<file path="config.mk">
export PLATFORM = sky130hd
export DESIGN_NAME = source_text_prefilter_flat
export DESIGN_NICKNAME = d
export VERILOG_FILES = /design/src/rtl/core/stp_pkg.sv /design/src/rtl/core/stp_ifs.sv /design/src/rtl/core/stp_ram.sv /design/src/rtl/core/stp_engine.sv /design/src/rtl/core/source_text_prefilter.sv /design/src/flat_wrapper.sv
export SDC_FILE = /design/constraint.sdc
export NUM_CORES = 2
export LEC_CHECK = 0
export BUFFER_PORTS_ARGS = -buffer_cell sky130_fd_sc_hd__buf_2
export CORE_MARGIN = 10
export CORE_UTILIZATION = 46
export DETAILED_ROUTE_END_ITERATION = 6
export SLEW_MARGIN = 20
export SYNTH_ARGS = -nofsm -noshare
export SYNTH_HDL_FRONTEND = slang
export SYNTH_HIERARCHICAL = 1
export SYNTH_SLANG_ARGS = --single-unit
</file>
<file path="constraint.sdc">
create_clock -name clk -period 9.4 [get_ports clk]
set_input_delay 1.88 -clock clk [delete_from_list [all_inputs] [get_ports clk]]
set_output_delay 1.88 -clock clk [all_outputs]
set_load 0.1 [all_outputs]
</file>
<file path="src/rtl/core/stp_pkg.sv">
// Shared types, codes and helper functions for the source text prefilter.
// No dependencies; every other file of the block but stp_ram imports this package.
package stp_pkg;

  localparam int unsigned MAX_TEXT_LEN_DEF = 1048576;

  localparam int CNT_W   = 21;
  localparam int SIZE_W  = 22;
  localparam int ENTRY_W = 10;
  localparam int TBL_DEPTH = 256;

  localparam logic [1:0] FUNC_LOAD = 2'd0;
  localparam logic [1:0] FUNC_BYTE = 2'd1;
  localparam logic [1:0] FUNC_END  = 2'd2;

  localparam logic [1:0] CLS_ACCEPT = 2'd0;
  localparam logic [1:0] CLS_FORBID = 2'd1;
  localparam logic [1:0] CLS_IGNORE = 2'd2;
  localparam logic [1:0] CLS_SUBST  = 2'd3;

  localparam logic [1:0] KIND_CHAR  = 2'd0;
  localparam logic [1:0] KIND_ERROR = 2'd1;
  localparam logic [1:0] KIND_END   = 2'd2;

  localparam logic [7:0] CHAR_NUL   = 8'h00;
  localparam logic [7:0] CHAR_NL    = 8'h0a;
  localparam logic [7:0] CHAR_SPACE = 8'h20;

  typedef struct packed {
    logic [1:0] func;
    logic [7:0] byte_value;
  } item_t;

  typedef struct packed {
    logic [1:0]        kind;
    logic [7:0]        out_char;
    logic [CNT_W-1:0]  error_line;
    logic [CNT_W-1:0]  error_column;
    logic [CNT_W-1:0]  line_total;
    logic [SIZE_W-1:0] out_size;
    logic [CNT_W-1:0]  ignored_total;
    logic              last;
  } res_t;

  function automatic logic is_separator(input logic [7:0] c);
    return (c == 8'h28) || (c == 8'h29) || (c == 8'h2c) || (c == 8'h3d) ||
           (c == 8'h2b) || (c == 8'h2d) || (c == 8'h2f) || (c == 8'h2a) ||
           (c == 8'h7b) || (c == 8'h7d) || (c == 8'h3b) || (c == 8'h27);
  endfunction

  function automatic logic [CNT_W-1:0] sat_inc_cnt(input logic [CNT_W-1:0] v,
                                                   input logic [CNT_W-1:0] cap);
    return (v < cap) ? v + CNT_W'(1) : cap;
  endfunction

  function automatic logic [SIZE_W-1:0] sat_inc_size(input logic [SIZE_W-1:0] v,
                                                     input logic [SIZE_W-1:0] cap);
    return (v < cap) ? v + SIZE_W'(1) : cap;
  endfunction

endpackage

</file>
<file path="src/rtl/core/stp_ifs.sv">
// Valid/ready channel interfaces for the source text prefilter.
// Depends on stp_pkg for field widths.
interface stp_in_if
  import stp_pkg::*;
();
  logic       valid;
  logic       ready;
  logic [1:0] func;
  logic [7:0] byte_value;
  logic [1:0] entry_class;
  logic [7:0] entry_subst;

  modport source (output valid, func, byte_value, entry_class, entry_subst, input ready);
  modport sink   (input valid, func, byte_value, entry_class, entry_subst, output ready);
endinterface

interface stp_out_if
  import stp_pkg::*;
();
  logic              valid;
  logic              ready;
  logic [1:0]        kind;
  logic [7:0]        out_char;
  logic [CNT_W-1:0]  error_line;
  logic [CNT_W-1:0]  error_column;
  logic [CNT_W-1:0]  line_total;
  logic [SIZE_W-1:0] out_size;
  logic [CNT_W-1:0]  ignored_total;
  logic              last;

  modport source (output valid, kind, out_char, error_line, error_column, line_total,
                  out_size, ignored_total, last, input ready);
  modport sink   (input valid, kind, out_char, error_line, error_column, line_total,
                  out_size, ignored_total, last, output ready);
endinterface

</file>
<file path="src/rtl/core/stp_ram.sv">
// Generic single-write, single-read RAM with registered read data.
// No dependencies.
module stp_ram #(
  parameter int WIDTH = 8,
  parameter int DEPTH = 256
) (
  input  logic                     clk,
  input  logic                     we,
  input  logic [$clog2(DEPTH)-1:0] waddr,
  input  logic [WIDTH-1:0]         wdata,
  input  logic                     re,
  input  logic [$clog2(DEPTH)-1:0] raddr,
  output logic [WIDTH-1:0]         rdata
);

  logic [WIDTH-1:0] mem [DEPTH];
  logic [WIDTH-1:0] rdata_r;

  always_ff @(posedge clk) begin
    if (we) begin
      mem[waddr] <= wdata;
    end
    if (re) begin
      rdata_r <= mem[raddr];
    end
  end

  assign rdata = rdata_r;

endmodule

</file>
<file path="src/rtl/core/stp_engine.sv">
// Per-character processing: line/column tracking, classification outcome,
// separator padding, blank collapse, counters and the result register.
// Depends on stp_pkg.
module stp_engine
  import stp_pkg::*;
#(
  parameter int unsigned MAX_TEXT_LEN = MAX_TEXT_LEN_DEF
) (
  input  logic               clk,
  input  logic               rst_n,
  input  logic               item_valid,
  input  item_t              item,
  input  logic [ENTRY_W-1:0] entry,
  output logic               item_done,
  input  logic               out_ready,
  output logic               out_valid,
  output res_t               out_res
);

  localparam longint unsigned CNT_CAP_L =
    (longint'(MAX_TEXT_LEN) < 64'd2097151) ? longint'(MAX_TEXT_LEN) : 64'd2097151;
  localparam longint unsigned SIZE_CAP_L =
    (longint'(MAX_TEXT_LEN) * 3 + 1 < 64'd4194303) ? longint'(MAX_TEXT_LEN) * 3 + 1
                                                   : 64'd4194303;
  localparam logic [CNT_W-1:0]  CNT_CAP  = CNT_W'(CNT_CAP_L);
  localparam logic [SIZE_W-1:0] SIZE_CAP = SIZE_W'(SIZE_CAP_L);

  logic [CNT_W-1:0]  raw_line_r, raw_line_nxt;
  logic [CNT_W-1:0]  column_r, column_nxt;
  logic [CNT_W-1:0]  ignored_r, ignored_nxt;
  logic [CNT_W-1:0]  out_lines_r, out_lines_nxt;
  logic [SIZE_W-1:0] emitted_r, emitted_nxt;
  logic              prev_blank_r, prev_blank_nxt;
  logic              halted_r, halted_nxt;
  logic [1:0]        phase_r, phase_nxt;
  logic              out_valid_r, out_valid_nxt;
  res_t              out_res_r, out_res_nxt;

  logic [1:0]       cls;
  logic [7:0]       c_eff;
  logic             sep;
  logic [7:0]       ph_char;
  logic             blank;
  logic             is_byte, keep, is_err, is_end;
  logic             emit_ch, emit, final_ph, out_free, adv;
  logic             is_nl;
  logic [CNT_W-1:0] line_eff, col_base;

  always_comb begin
    cls      = entry[9:8];
    c_eff    = (cls == CLS_SUBST) ? entry[7:0] : item.byte_value;
    sep      = is_separator(c_eff);
    ph_char  = (sep && phase_r != 2'd1) ? CHAR_SPACE : c_eff;
    blank    = (ph_char == CHAR_SPACE) || (ph_char == CHAR_NUL);
    is_byte  = item_valid && (item.func == FUNC_BYTE) && !halted_r;
    keep     = is_byte && ((cls == CLS_ACCEPT) || (cls == CLS_SUBST));
    is_err   = is_byte && (cls == CLS_FORBID);
    is_end   = item_valid && (item.func == FUNC_END) && !halted_r;
    emit_ch  = keep && !(blank && prev_blank_r);
    emit     = emit_ch || is_err || is_end;
    final_ph = !sep || (phase_r == 2'd2);
    out_free = !out_valid_r || out_ready;
    adv      = item_valid && (!emit || out_free);
    item_done = adv && (!keep || final_ph);
    is_nl    = (item.byte_value == CHAR_NL);
    line_eff = is_nl ? sat_inc_cnt(raw_line_r, CNT_CAP) : raw_line_r;
    col_base = is_nl ? '0 : column_r;
  end

  always_comb begin
    raw_line_nxt   = raw_line_r;
    column_nxt     = column_r;
    ignored_nxt    = ignored_r;
    out_lines_nxt  = out_lines_r;
    emitted_nxt    = emitted_r;
    prev_blank_nxt = prev_blank_r;
    halted_nxt     = halted_r;
    phase_nxt      = phase_r;
    out_valid_nxt  = out_valid_r && !out_ready;
    out_res_nxt    = out_res_r;

    if (adv) begin
      phase_nxt = item_done ? 2'd0 : phase_r + 2'd1;

      // raw position and class effects happen once, on the first phase
      if (is_byte && phase_r == 2'd0) begin
        raw_line_nxt = line_eff;
        column_nxt   = col_base;
        case (cls)
          CLS_ACCEPT: column_nxt  = sat_inc_cnt(col_base, CNT_CAP);
          CLS_FORBID: halted_nxt  = 1'b1;
          CLS_IGNORE: ignored_nxt = sat_inc_cnt(ignored_r, CNT_CAP);
          default: ;
        endcase
      end

      if (keep) begin
        prev_blank_nxt = blank;
        if (emit_ch) begin
          emitted_nxt = sat_inc_size(emitted_r, SIZE_CAP);
        end
        if ((ph_char == CHAR_NL) || (ph_char == CHAR_NUL)) begin
          out_lines_nxt = sat_inc_cnt(out_lines_r, CNT_CAP);
        end
      end

      if (emit) begin
        out_valid_nxt = 1'b1;
        out_res_nxt   = '0;
        out_res_nxt.last = 1'b1;
        if (emit_ch) begin
          out_res_nxt.kind     = KIND_CHAR;
          out_res_nxt.out_char = ph_char;
          out_res_nxt.last     = final_ph;
        end else if (is_err) begin
          out_res_nxt.kind         = KIND_ERROR;
          out_res_nxt.error_line   = line_eff;
          out_res_nxt.error_column = col_base;
        end else begin
          out_res_nxt.kind          = KIND_END;
          out_res_nxt.line_total    = sat_inc_cnt(out_lines_r, CNT_CAP);
          out_res_nxt.out_size      = prev_blank_r ? emitted_r
                                                   : sat_inc_size(emitted_r, SIZE_CAP);
          out_res_nxt.ignored_total = ignored_r;
        end
      end

      if (is_end) begin
        raw_line_nxt   = CNT_W'(1);
        column_nxt     = '0;
        ignored_nxt    = '0;
        out_lines_nxt  = '0;
        emitted_nxt    = '0;
        prev_blank_nxt = 1'b0;
      end
    end
  end

  always_ff @(posedge clk) begin
    if (!rst_n) begin
      raw_line_r   <= CNT_W'(1);
      column_r     <= '0;
      ignored_r    <= '0;
      out_lines_r  <= '0;
      emitted_r    <= '0;
      prev_blank_r <= 1'b0;
      halted_r     <= 1'b0;
      phase_r      <= 2'd0;
      out_valid_r  <= 1'b0;
    end else begin
      raw_line_r   <= raw_line_nxt;
      column_r     <= column_nxt;
      ignored_r    <= ignored_nxt;
      out_lines_r  <= out_lines_nxt;
      emitted_r    <= emitted_nxt;
      prev_blank_r <= prev_blank_nxt;
      halted_r     <= halted_nxt;
      phase_r      <= phase_nxt;
      out_valid_r  <= out_valid_nxt;
    end
    out_res_r <= out_res_nxt;
  end

  assign out_valid = out_valid_r;
  assign out_res   = out_res_r;

  // padding phases only ever run for a kept separator
  a_phase_sep: assert property (@(posedge clk) disable iff (!rst_n)
    (phase_r != 2'd0) |-> (keep && sep))
    else $error("padding phase without a kept separator");

  a_halt_quiet: assert property (@(posedge clk) disable iff (!rst_n)
    halted_r |-> !(adv && emit))
    else $error("result produced while halted");

  a_end_clear: assert property (@(posedge clk) disable iff (!rst_n)
    (adv && is_end) |=> (emitted_r == '0) && (out_lines_r == '0) &&
                        (raw_line_r == CNT_W'(1)) && !prev_blank_r)
    else $error("counters not cleared after end item");

  a_no_overwrite: assert property (@(posedge clk) disable iff (!rst_n)
    (out_valid_r && !out_ready) |-> !(adv && emit))
    else $error("result register overwritten while held");

  a_line_nonzero: assert property (@(posedge clk) disable iff (!rst_n)
    raw_line_r != '0)
    else $error("raw line counter reached zero");

endmodule

</file>
<file path="src/rtl/core/source_text_prefilter.sv">
// Top level of the source text prefilter: input stage, class table RAM and
// the processing engine. Depends on stp_pkg, stp_ifs, stp_ram, stp_engine.
// Path: an item and its table entry are registered in the input stage, and
// its result is then registered in the engine's single result register.
// Throughput: one item per cycle while the result register is free; a kept
// separator holds the engine for its padding phases (space, separator, space).
// Reset: synchronous, active low; clears counters, halt and handshake state.
// The class table is not cleared and must be loaded before use.
module source_text_prefilter
  import stp_pkg::*;
#(
  parameter int unsigned MAX_TEXT_LEN = MAX_TEXT_LEN_DEF
) (
  input  logic     clk,
  input  logic     rst_n,
  stp_in_if.sink   in_ch,
  stp_out_if.source out_ch
);

  logic               s1_valid_r, s1_valid_nxt;
  item_t              s1_item_r;
  logic               in_xfer;
  logic               item_done;
  logic [ENTRY_W-1:0] entry;
  logic               tbl_we;
  res_t               res;

  assign in_ch.ready = !s1_valid_r || item_done;
  assign in_xfer     = in_ch.valid && in_ch.ready;
  assign tbl_we      = in_xfer && (in_ch.func == FUNC_LOAD);

  always_comb begin
    s1_valid_nxt = s1_valid_r;
    if (in_xfer) begin
      s1_valid_nxt = 1'b1;
    end else if (item_done) begin
      s1_valid_nxt = 1'b0;
    end
  end

  always_ff @(posedge clk) begin
    if (!rst_n) begin
      s1_valid_r <= 1'b0;
    end else begin
      s1_valid_r <= s1_valid_nxt;
    end
    if (in_xfer) begin
      s1_item_r.func       <= in_ch.func;
      s1_item_r.byte_value <= in_ch.byte_value;
    end
  end

  stp_ram #(
    .WIDTH(ENTRY_W),
    .DEPTH(TBL_DEPTH)
  ) u_table (
    .clk  (clk),
    .we   (tbl_we),
    .waddr(in_ch.byte_value),
    .wdata({in_ch.entry_class, in_ch.entry_subst}),
    .re   (in_xfer),
    .raddr(in_ch.byte_value),
    .rdata(entry)
  );

  stp_engine #(
    .MAX_TEXT_LEN(MAX_TEXT_LEN)
  ) u_engine (
    .clk       (clk),
    .rst_n     (rst_n),
    .item_valid(s1_valid_r),
    .item      (s1_item_r),
    .entry     (entry),
    .item_done (item_done),
    .out_ready (out_ch.ready),
    .out_valid (out_ch.valid),
    .out_res   (res)
  );

  assign out_ch.kind          = res.kind;
  assign out_ch.out_char      = res.out_char;
  assign out_ch.error_line    = res.error_line;
  assign out_ch.error_column  = res.error_column;
  assign out_ch.line_total    = res.line_total;
  assign out_ch.out_size      = res.out_size;
  assign out_ch.ignored_total = res.ignored_total;
  assign out_ch.last          = res.last;

endmodule

</file>
<file path="src/flat_wrapper.sv">
// flat-port wrapper written by rule: the top's interface ports become plain ports
module source_text_prefilter_flat import stp_pkg::*;
#(
  parameter int unsigned MAX_TEXT_LEN = MAX_TEXT_LEN_DEF
)
  (clk, rst_n, in_ch_valid, in_ch_func, in_ch_byte_value, in_ch_entry_class, in_ch_entry_subst, in_ch_ready, out_ch_valid, out_ch_kind, out_ch_out_char, out_ch_error_line, out_ch_error_column, out_ch_line_total, out_ch_out_size, out_ch_ignored_total, out_ch_last, out_ch_ready);
  stp_in_if in_ch_i ();
  stp_out_if out_ch_i ();
  input  logic clk;
  input  logic rst_n;
  input wire logic [$bits(in_ch_i.valid)-1:0] in_ch_valid;
  input wire logic [$bits(in_ch_i.func)-1:0] in_ch_func;
  input wire logic [$bits(in_ch_i.byte_value)-1:0] in_ch_byte_value;
  input wire logic [$bits(in_ch_i.entry_class)-1:0] in_ch_entry_class;
  input wire logic [$bits(in_ch_i.entry_subst)-1:0] in_ch_entry_subst;
  output wire logic [$bits(in_ch_i.ready)-1:0] in_ch_ready;
  output wire logic [$bits(out_ch_i.valid)-1:0] out_ch_valid;
  output wire logic [$bits(out_ch_i.kind)-1:0] out_ch_kind;
  output wire logic [$bits(out_ch_i.out_char)-1:0] out_ch_out_char;
  output wire logic [$bits(out_ch_i.error_line)-1:0] out_ch_error_line;
  output wire logic [$bits(out_ch_i.error_column)-1:0] out_ch_error_column;
  output wire logic [$bits(out_ch_i.line_total)-1:0] out_ch_line_total;
  output wire logic [$bits(out_ch_i.out_size)-1:0] out_ch_out_size;
  output wire logic [$bits(out_ch_i.ignored_total)-1:0] out_ch_ignored_total;
  output wire logic [$bits(out_ch_i.last)-1:0] out_ch_last;
  input wire logic [$bits(out_ch_i.ready)-1:0] out_ch_ready;
  assign in_ch_i.valid = in_ch_valid;
  assign in_ch_i.func = in_ch_func;
  assign in_ch_i.byte_value = in_ch_byte_value;
  assign in_ch_i.entry_class = in_ch_entry_class;
  assign in_ch_i.entry_subst = in_ch_entry_subst;
  assign in_ch_ready = in_ch_i.ready;
  assign out_ch_valid = out_ch_i.valid;
  assign out_ch_kind = out_ch_i.kind;
  assign out_ch_out_char = out_ch_i.out_char;
  assign out_ch_error_line = out_ch_i.error_line;
  assign out_ch_error_column = out_ch_i.error_column;
  assign out_ch_line_total = out_ch_i.line_total;
  assign out_ch_out_size = out_ch_i.out_size;
  assign out_ch_ignored_total = out_ch_i.ignored_total;
  assign out_ch_last = out_ch_i.last;
  assign out_ch_i.ready = out_ch_ready;
  source_text_prefilter #(.MAX_TEXT_LEN(MAX_TEXT_LEN)) u_core (.clk(clk), .rst_n(rst_n), .in_ch(in_ch_i), .out_ch(out_ch_i));
endmodule
</file>
== After elaboration in Yosys (flattened, before gate mapping) ==
Memory sizes are Yosys's and may differ from the RTL's. A register that Yosys moved wholly into a read port is not among the register bits.
Index checks and enable logic that the tools add are counted.

* Word-level logic and storage cells: 152
* Input port bits: 24
* Memories kept: 1
* RAM bits: 2,560
* Register bits after elaboration: 239
* Output and inout port bits: 119

* Order comparisons: 5
* $add $sub $neg: 6
* Bitwise logic cells: 1
* Muxes and demuxes: 34
* Equal/unequal tests: 22
* Reductions and logical operators: 63

{| class="wikitable"
|+ Memories
! name !! depth !! bits a word !! rd ports !! clocked after Yosys merged registers in !! write ports !! RTL line !! text
|-
| u_core.u_table.mem || 256 || 10 || 1 || 1 || 1 || stp_ram.sv:16 || <nowiki>logic [WIDTH-1:0] mem [DEPTH];</nowiki>
|}

{| class="wikitable"
|+ Operators with widths
! kind !! number
|-
| $mux W21 || 17
|-
| $mux W22 || 5
|-
| $eq A8 B6 Y1 const B || 11
|-
| $add A21 B1 Y21 const B || 4
|-
| $lt A21 B21 Y1 const B || 4
|-
| $add A22 B1 Y22 const B || 1
|-
| $lt A22 B22 Y1 const B || 1
|-
| $logic_or A1 B1 Y1 || 21
|-
| $eq A8 B4 Y1 const B || 2
|-
| $eq A8 B7 Y1 const B || 2
|-
| $mux W8 || 2
|-
| $logic_and A1 B1 Y1 || 15
|-
| $reduce_and A3 Y1 || 4
|-
| $reduce_bool A2 Y1 || 6
|-
| $eq A2 B2 Y1 const B || 4
|-
| $logic_not A1 Y1 || 8
|-
| $logic_not A8 Y1 || 1
|-
| $mux W1 || 8
|-
| $logic_not A2 Y1 || 3
|-
| $reduce_and A2 Y1 || 3
|-
| $eq A2 B1 Y1 const B || 2
|-
| $mux W2 || 2
|-
| $reduce_or A2 Y1 || 2
|-
| $add A2 B1 Y2 const B || 1
|-
| other kinds (2) || 2
|}

== Longest topological paths before layout ==
* Word-level depth: 32
* Gate-level depth with buffers: 16
* Gate-level depth less buffers: 12

== By module ==
The synthesis kept the hierarchy.

{| class="wikitable"
|+ By module, submodules not included
! module !! instances !! sequential area each (µm²) !! cells each !! area an instance (µm²)
|-
| stp_ram || 1 || 77,174.0 || 4,642 || 99,354.0
|-
| stp_engine || 1 || 5,735.5 || 1,249 || 11,775.0
|-
| source_text_prefilter || 1 || 320.3 || 16 || 366.6
|}

== Worst setup path after synthesis ==
No wires, ideal clock.

* Kind: in2reg
* From: in out_ch_ready
* To: reg u_core.u_engine.out_res_r (netlist bit u_core/u_engine/out_res[0]) (enable)
* Cell stages on the path: 5
* Arrival: 8.058 ns
* Library setup time: 0.632 ns
* Required time: 8.768 ns
* Setup slack: 0.710 ns
* Buffers on the path: 0
* Cell sequence: nand2b_1 o21a_1 a21o_1 nor2_1 a21oi_1

* Cells in the longest elaborated chain, start to end: 4

{| class="wikitable"
|+ Ends and longest elaborated chain
! element !! RTL line !! text
|-
| from (decl) || flat_wrapper.sv:26 || <nowiki>input wire logic [$bits(out_ch_i.ready)-1:0] out_ch_ready;</nowiki>
|-
| $logic_or A1 B1 Y1 || stp_engine.sv:62 || <nowiki>out_free = !out_valid_r || out_ready;</nowiki>
|-
| $logic_or A1 B1 Y1 || stp_engine.sv:63 || <nowiki>adv = item_valid && (!emit || out_free);</nowiki>
|-
| $logic_and A1 B1 Y1 || stp_engine.sv:63 ||
|-
| $reduce_and A2 Y1 (no line) || -- ||
|-
| to (signal assigned) || stp_engine.sv:161 || <nowiki>out_res_r <= out_res_nxt;</nowiki>
|-
| to (decl) || stp_engine.sv:37 || <nowiki>res_t out_res_r, out_res_nxt;</nowiki>
|}

No other way between the ends.
A chain may end at the register's enable or synchronous reset.

== Worst setup path after layout ==
* From: reg u_core.u_table.rdata_r[8], in the netlist u_core/u_table/rdata[8], read port of u_core.u_table.mem
* To: out in_ch_ready

* Cells in the longest elaborated chain, start to end: 28
* Elaborated cells on any way between the ends: 49
* Classes of those cells: eq/ne (15); mux (2); reduce/logical (32)

{| class="wikitable"
|+ Ends and longest elaborated chain
! element !! RTL line !! text
|-
| from (decl) || stp_ram.sv:17 || <nowiki>logic [WIDTH-1:0] rdata_r;</nowiki>
|-
| $eq A2 B2 Y1 || stp_engine.sv:51, stp_engine.sv:56 ||
|-
| $mux W8 || stp_engine.sv:51 || <nowiki>c_eff = (cls == CLS_SUBST) ? entry[7:0] : item.byte_value;</nowiki>
|-
| $eq A8 B6 Y1 || stp_pkg.sv:46 || <nowiki>return (c == 8'h28) || (c == 8'h29) || (c == 8'h2c) || (c == 8'h3d) ||</nowiki>
|-
| $logic_or A1 B1 Y1 (4 in series) || stp_pkg.sv:46 ||
|-
| $logic_or A1 B1 Y1 (4 in series) || stp_pkg.sv:47 || <nowiki>(c == 8'h2b) || (c == 8'h2d) || (c == 8'h2f) || (c == 8'h2a) ||</nowiki>
|-
| $logic_or A1 B1 Y1 (3 in series) || stp_pkg.sv:48 || <nowiki>(c == 8'h7b) || (c == 8'h7d) || (c == 8'h3b) || (c == 8'h27);</nowiki>
|-
| $logic_and A1 B1 Y1 || stp_engine.sv:53 || <nowiki>ph_char = (sep && phase_r != 2'd1) ? CHAR_SPACE : c_eff;</nowiki>
|-
| $mux W8 || stp_engine.sv:53 ||
|-
| [4 not listed] || -- ||
|-
| $logic_and A1 B1 Y1 || stp_engine.sv:59 || <nowiki>emit_ch = keep && !(blank && prev_blank_r);</nowiki>
|-
| $logic_or A1 B1 Y1 (2 in series) || stp_engine.sv:60 || <nowiki>emit = emit_ch || is_err || is_end;</nowiki>
|-
| $logic_not A1 Y1 || stp_engine.sv:63 ||
|-
| $logic_or A1 B1 Y1 || stp_engine.sv:63 ||
|-
| $logic_and A1 B1 Y1 || stp_engine.sv:63 ||
|-
| $logic_and A1 B1 Y1 (*) || stp_engine.sv:64 || <nowiki>item_done = adv && (!keep || final_ph);</nowiki>
|-
| via u_core.item_done || source_text_prefilter.sv:23 || <nowiki>logic item_done;</nowiki>
|-
| $logic_or A1 B1 Y1 (*) || source_text_prefilter.sv:28 || <nowiki>assign in_ch.ready = !s1_valid_r || item_done;</nowiki>
|-
| to (decl) || flat_wrapper.sv:16 || <nowiki>output wire logic [$bits(in_ch_i.ready)-1:0] in_ch_ready;</nowiki>
|}

The timed path passes the listed nets; every way through them passes the cells marked *.

==> impl_metrics.tcl <==
set metrics [dict create \
    run_status "complete, no violations" \
    antenna_found_initial 11 \
    hold_depth 2 \
    cp_max_fo 18 \
    ctsLongestPathBuffers 4 \
    r2r_end "u_core/u_table/mem[1][5]$_DFFE_PP_" \
    synthCells 5907 \
    drive_gt1_share_pct 21.0 \
    grt_pass1_wl_um 425000 \
    finalSetupTns_ns 0 \
    fin_crit_sh_pct 66.3 \
    netlist_area_um2 111000 \
    setup-violations-final 0 \
    yosysTopAreaCell "edfxtp_1" \
    grt_max_degree 148 \
    pwr_density_cell_nw_per_um2 211 \
    synthTopCellsByArea "edfxtp_1 (73%), mux4_2 (10%), dfxtp_1 (2.0%)" \
    yosysWarnings 6 \
    hp-start "u_core/u_engine/emitted_r[21]$_SDFFE_PN0P_" \
    drtPass1Iterations 6 \
    fin_skew_ns 0.0594 \
    reg2reg_from "u_core/u_table/rdata[8]$_DFFE_PP_" \
    wl_um 296000 \
    cts_buffers 298 \
    synthFlopType "edfxtp_1" \
    htree_levels 5 \
    rr_worst_depth 13 \
    syn2layout_area_growth_pct 11.9 \
    synth_nets 5944 \
    cts_setup_buffers 0 \
    tightestPinTransition_ns 1.26 \
    ctsHoldBuffers 0 \
    wl_per_cell_um 31.1 \
    track_usage_pct 22.0 \
    end_kind "output port" \
    core_um2 241000 \
    placed_area_um2 116000 \
    hold_viol_final 0 \
    dr.first_iter.drc_count 7347 \
    grt_pass1_vias 58074 \
    cp.required_ns 7.52 \
    drc 0 \
    yosys.cell_types.count 93 \
    max-cap-violations 0 \
    instances_no_fill 9525 \
    synth_top_area_share_pct 72.6 \
    mostFrequentLayoutCells "edfxtp_1 (2697), mux4_2 (495), nor2_1 (326)" \
    dp_cells 9010 \
    row_count 180 \
    final_common_cell "edfxtp_1" \
    cp-start-kind "flip-flop" \
    total_power_mw 26.3 \
    min_to "u_core/u_engine/emitted_r[21]$_SDFFE_PN0P_" \
    fp.dieW_um 512 \
    vias 59533 \
    grt_overflow_total 0 \
    rsz0062_at_grt "false" \
    die_area_um2 262000 \
    min_period_ns 6.23 \
    die_y_um 512 \
    fin_area_um2 125000 \
    leakage_nw 38.7 \
    fmax_mhz 161 \
    rrSetupSlack_ns 3.48 \
    gp_congestion 0.855 \
    setup.worst_path.class "flip-flop to output port" \
    slew_viol_final 0 \
    cts.clk_slew.worst_paths_ns 0.06 \
    initial_core_util_pct 46.3 \
    antenna_left 0 \
    ys_seq_area_share_pct 74.6 \
    hp-class "flip-flop to flip-flop" \
    cts.sinks 2809 \
    clkLatencyLatePin_ns 0.96 \
    cts.repair.resized 0 \
    vias_per_cell 6.25 \
    async_reset_ff_share_pct 0 \
    slew_headroom_pct 15.5 \
    hpwl_um 181000 \
    synth_edf_count 2697 \
    cts-root-buf "clkbuf_16" \
    ys_ff_latch 2809 \
    ir_worst_vdd_mv 0.209 \
    arrival_ns 4.35 \
    nets 6163 \
    cts_tree "built" \
    whs_ns 0.489 \
    syn_area_per_cell_um2 18.9 \
    ios 143 \
    port_buffers 142 \
]
-- per-layer routing --
| metal | wire length (µm) | vias up | global-route usage (%) |
|---|---|---|---|
| li1 | - | 24743 | - |
| met1 | 121000 | 31336 | 30.9 |
| met2 | 138000 | 2927 | 33.9 |
| met3 | 27000 | 519 | 5.16 |
| met4 | 10100 | 8 | 7.23 |
| met5 | 134 | - | 0 |
-- Yosys cell counts, types with 29 or more instances --
cell      count
and2_1       32
nor2b_1      35
nand3_1      98
clkbuf_1    191
nand2_1     148
and3_1       56
o21ai_0      85
nor4_1       35
a22oi_1     191
dfxtp_1     112
nor2_1      400
mux4_2      495
buf_2        69
o221ai_1     40
mux4_1       41
edfxtp_1   2697
or3_1        29
buf_4        29
nand2b_1     29
nor3_1       50
o22ai_1      70
a21oi_1     211
mux2i_1     214
-- flip-flops by register name, indices dropped and copies added, names as in the netlist --
| register | count |
|---|---|
| u_core/s1_valid_r | 1 |
| u_core/u_engine/phase_r | 2 |
| u_core/u_engine/out_lines_r | 21 |
| u_core/u_engine/out_res | 117 |
| u_core/u_engine/prev_blank_r | 1 |
| u_core/u_engine/out_valid | 1 |
| u_core/u_engine/ignored_r | 21 |
| u_core/s1_item_r | 10 |
| u_core/u_engine/halted_r | 1 |
| u_core/u_engine/column_r | 21 |
| u_core/u_table/mem | 2560 |
| u_core/u_engine/emitted_r | 22 |
| u_core/u_engine/raw_line_r | 21 |
| u_core/u_table/rdata | 10 |
-- worst max path at each step --
stage | start | to | slack (ns) | cells past startpoint
after floorplan | out_ch_ready | u_core/u_engine/out_res[0]$_SDFFCE_PN1P_ | 0.71 | 5
after global placement | in_ch_byte_value[2] | u_core/u_table/rdata[9]$_DFFE_PP_ | 2.99 | 9
after detailed placement | in_ch_byte_value[2] | u_core/u_table/rdata[8]$_DFFE_PP_ | 3.10 | 9
after CTS | u_core/u_table/rdata[8]$_DFFE_PP_ | in_ch_ready | 3.17 | 10
after global routing | u_core/u_table/rdata[8]$_DFFE_PP_ | in_ch_ready | 2.93 | 10
final | u_core/u_table/rdata[8]$_DFFE_PP_ | in_ch_ready | 3.17 | 10
-- cells by family after synthesis --
family / after synthesis / synth area share [%]
AOI/OAI and AO/OA: 848 / 5.17
xor gates and xnor gates: 38 / 0.299
buffers and inverters: 398 / 2.10
DFF: 2809 / 74.6
muxes: 756 / 13.0
and+or+nand+nor: 1045 / 4.68
adders and majority gates: 13 / 0.146
-- where the power goes --
| group | internal, mW | switching, mW |
|---|---|---|
| clock | 6.47 | 4.67 |
| sequential | 13.7 | 0.0352 |
| combinational | 0.392 | 0.963 |
| total | 20.6 | 5.67 |
-- layout make-up --
| type | instances | area [µm²] |
|---|---|---|
| inverter | 29 | 109 |
| multi-input combinational | 2700 | 26300 |
| tap | 3185 | 3990 |
| antenna | 5 | 12.5 |
| timing repair buffer | 288 | 2050 |
| clock buffer | 363 | 7820 |
| sequential | 2809 | 83200 |
| clock inverter | 146 | 1280 |
| fill | 19046 | 116000 |
-- stage by stage --
stage / util, % / setup WS, ns
3_3_place_gp: 47.9 / 2.99
2_1_floorplan: - / 0.710
4_1_cts: 51.7 / 3.17
5_1_grt: 51.8 / 2.93
3_5_place_dp: 47.9 / 3.10
6_report: 51.8 / 3.17
-- critical path: stages (launching register included) --
cell	delay, ns
edfxtp_1	0.38
ha_1	0.69
mux2i_1	0.45
a21oi_1	0.15
o2111a_1	0.33
and3_1	0.24
nor2_1	0.41
nor2_1	0.16
nor2b_4	0.19
inv_2	0.08
buf_2	0.30
(Power assumes the default switching activity.)
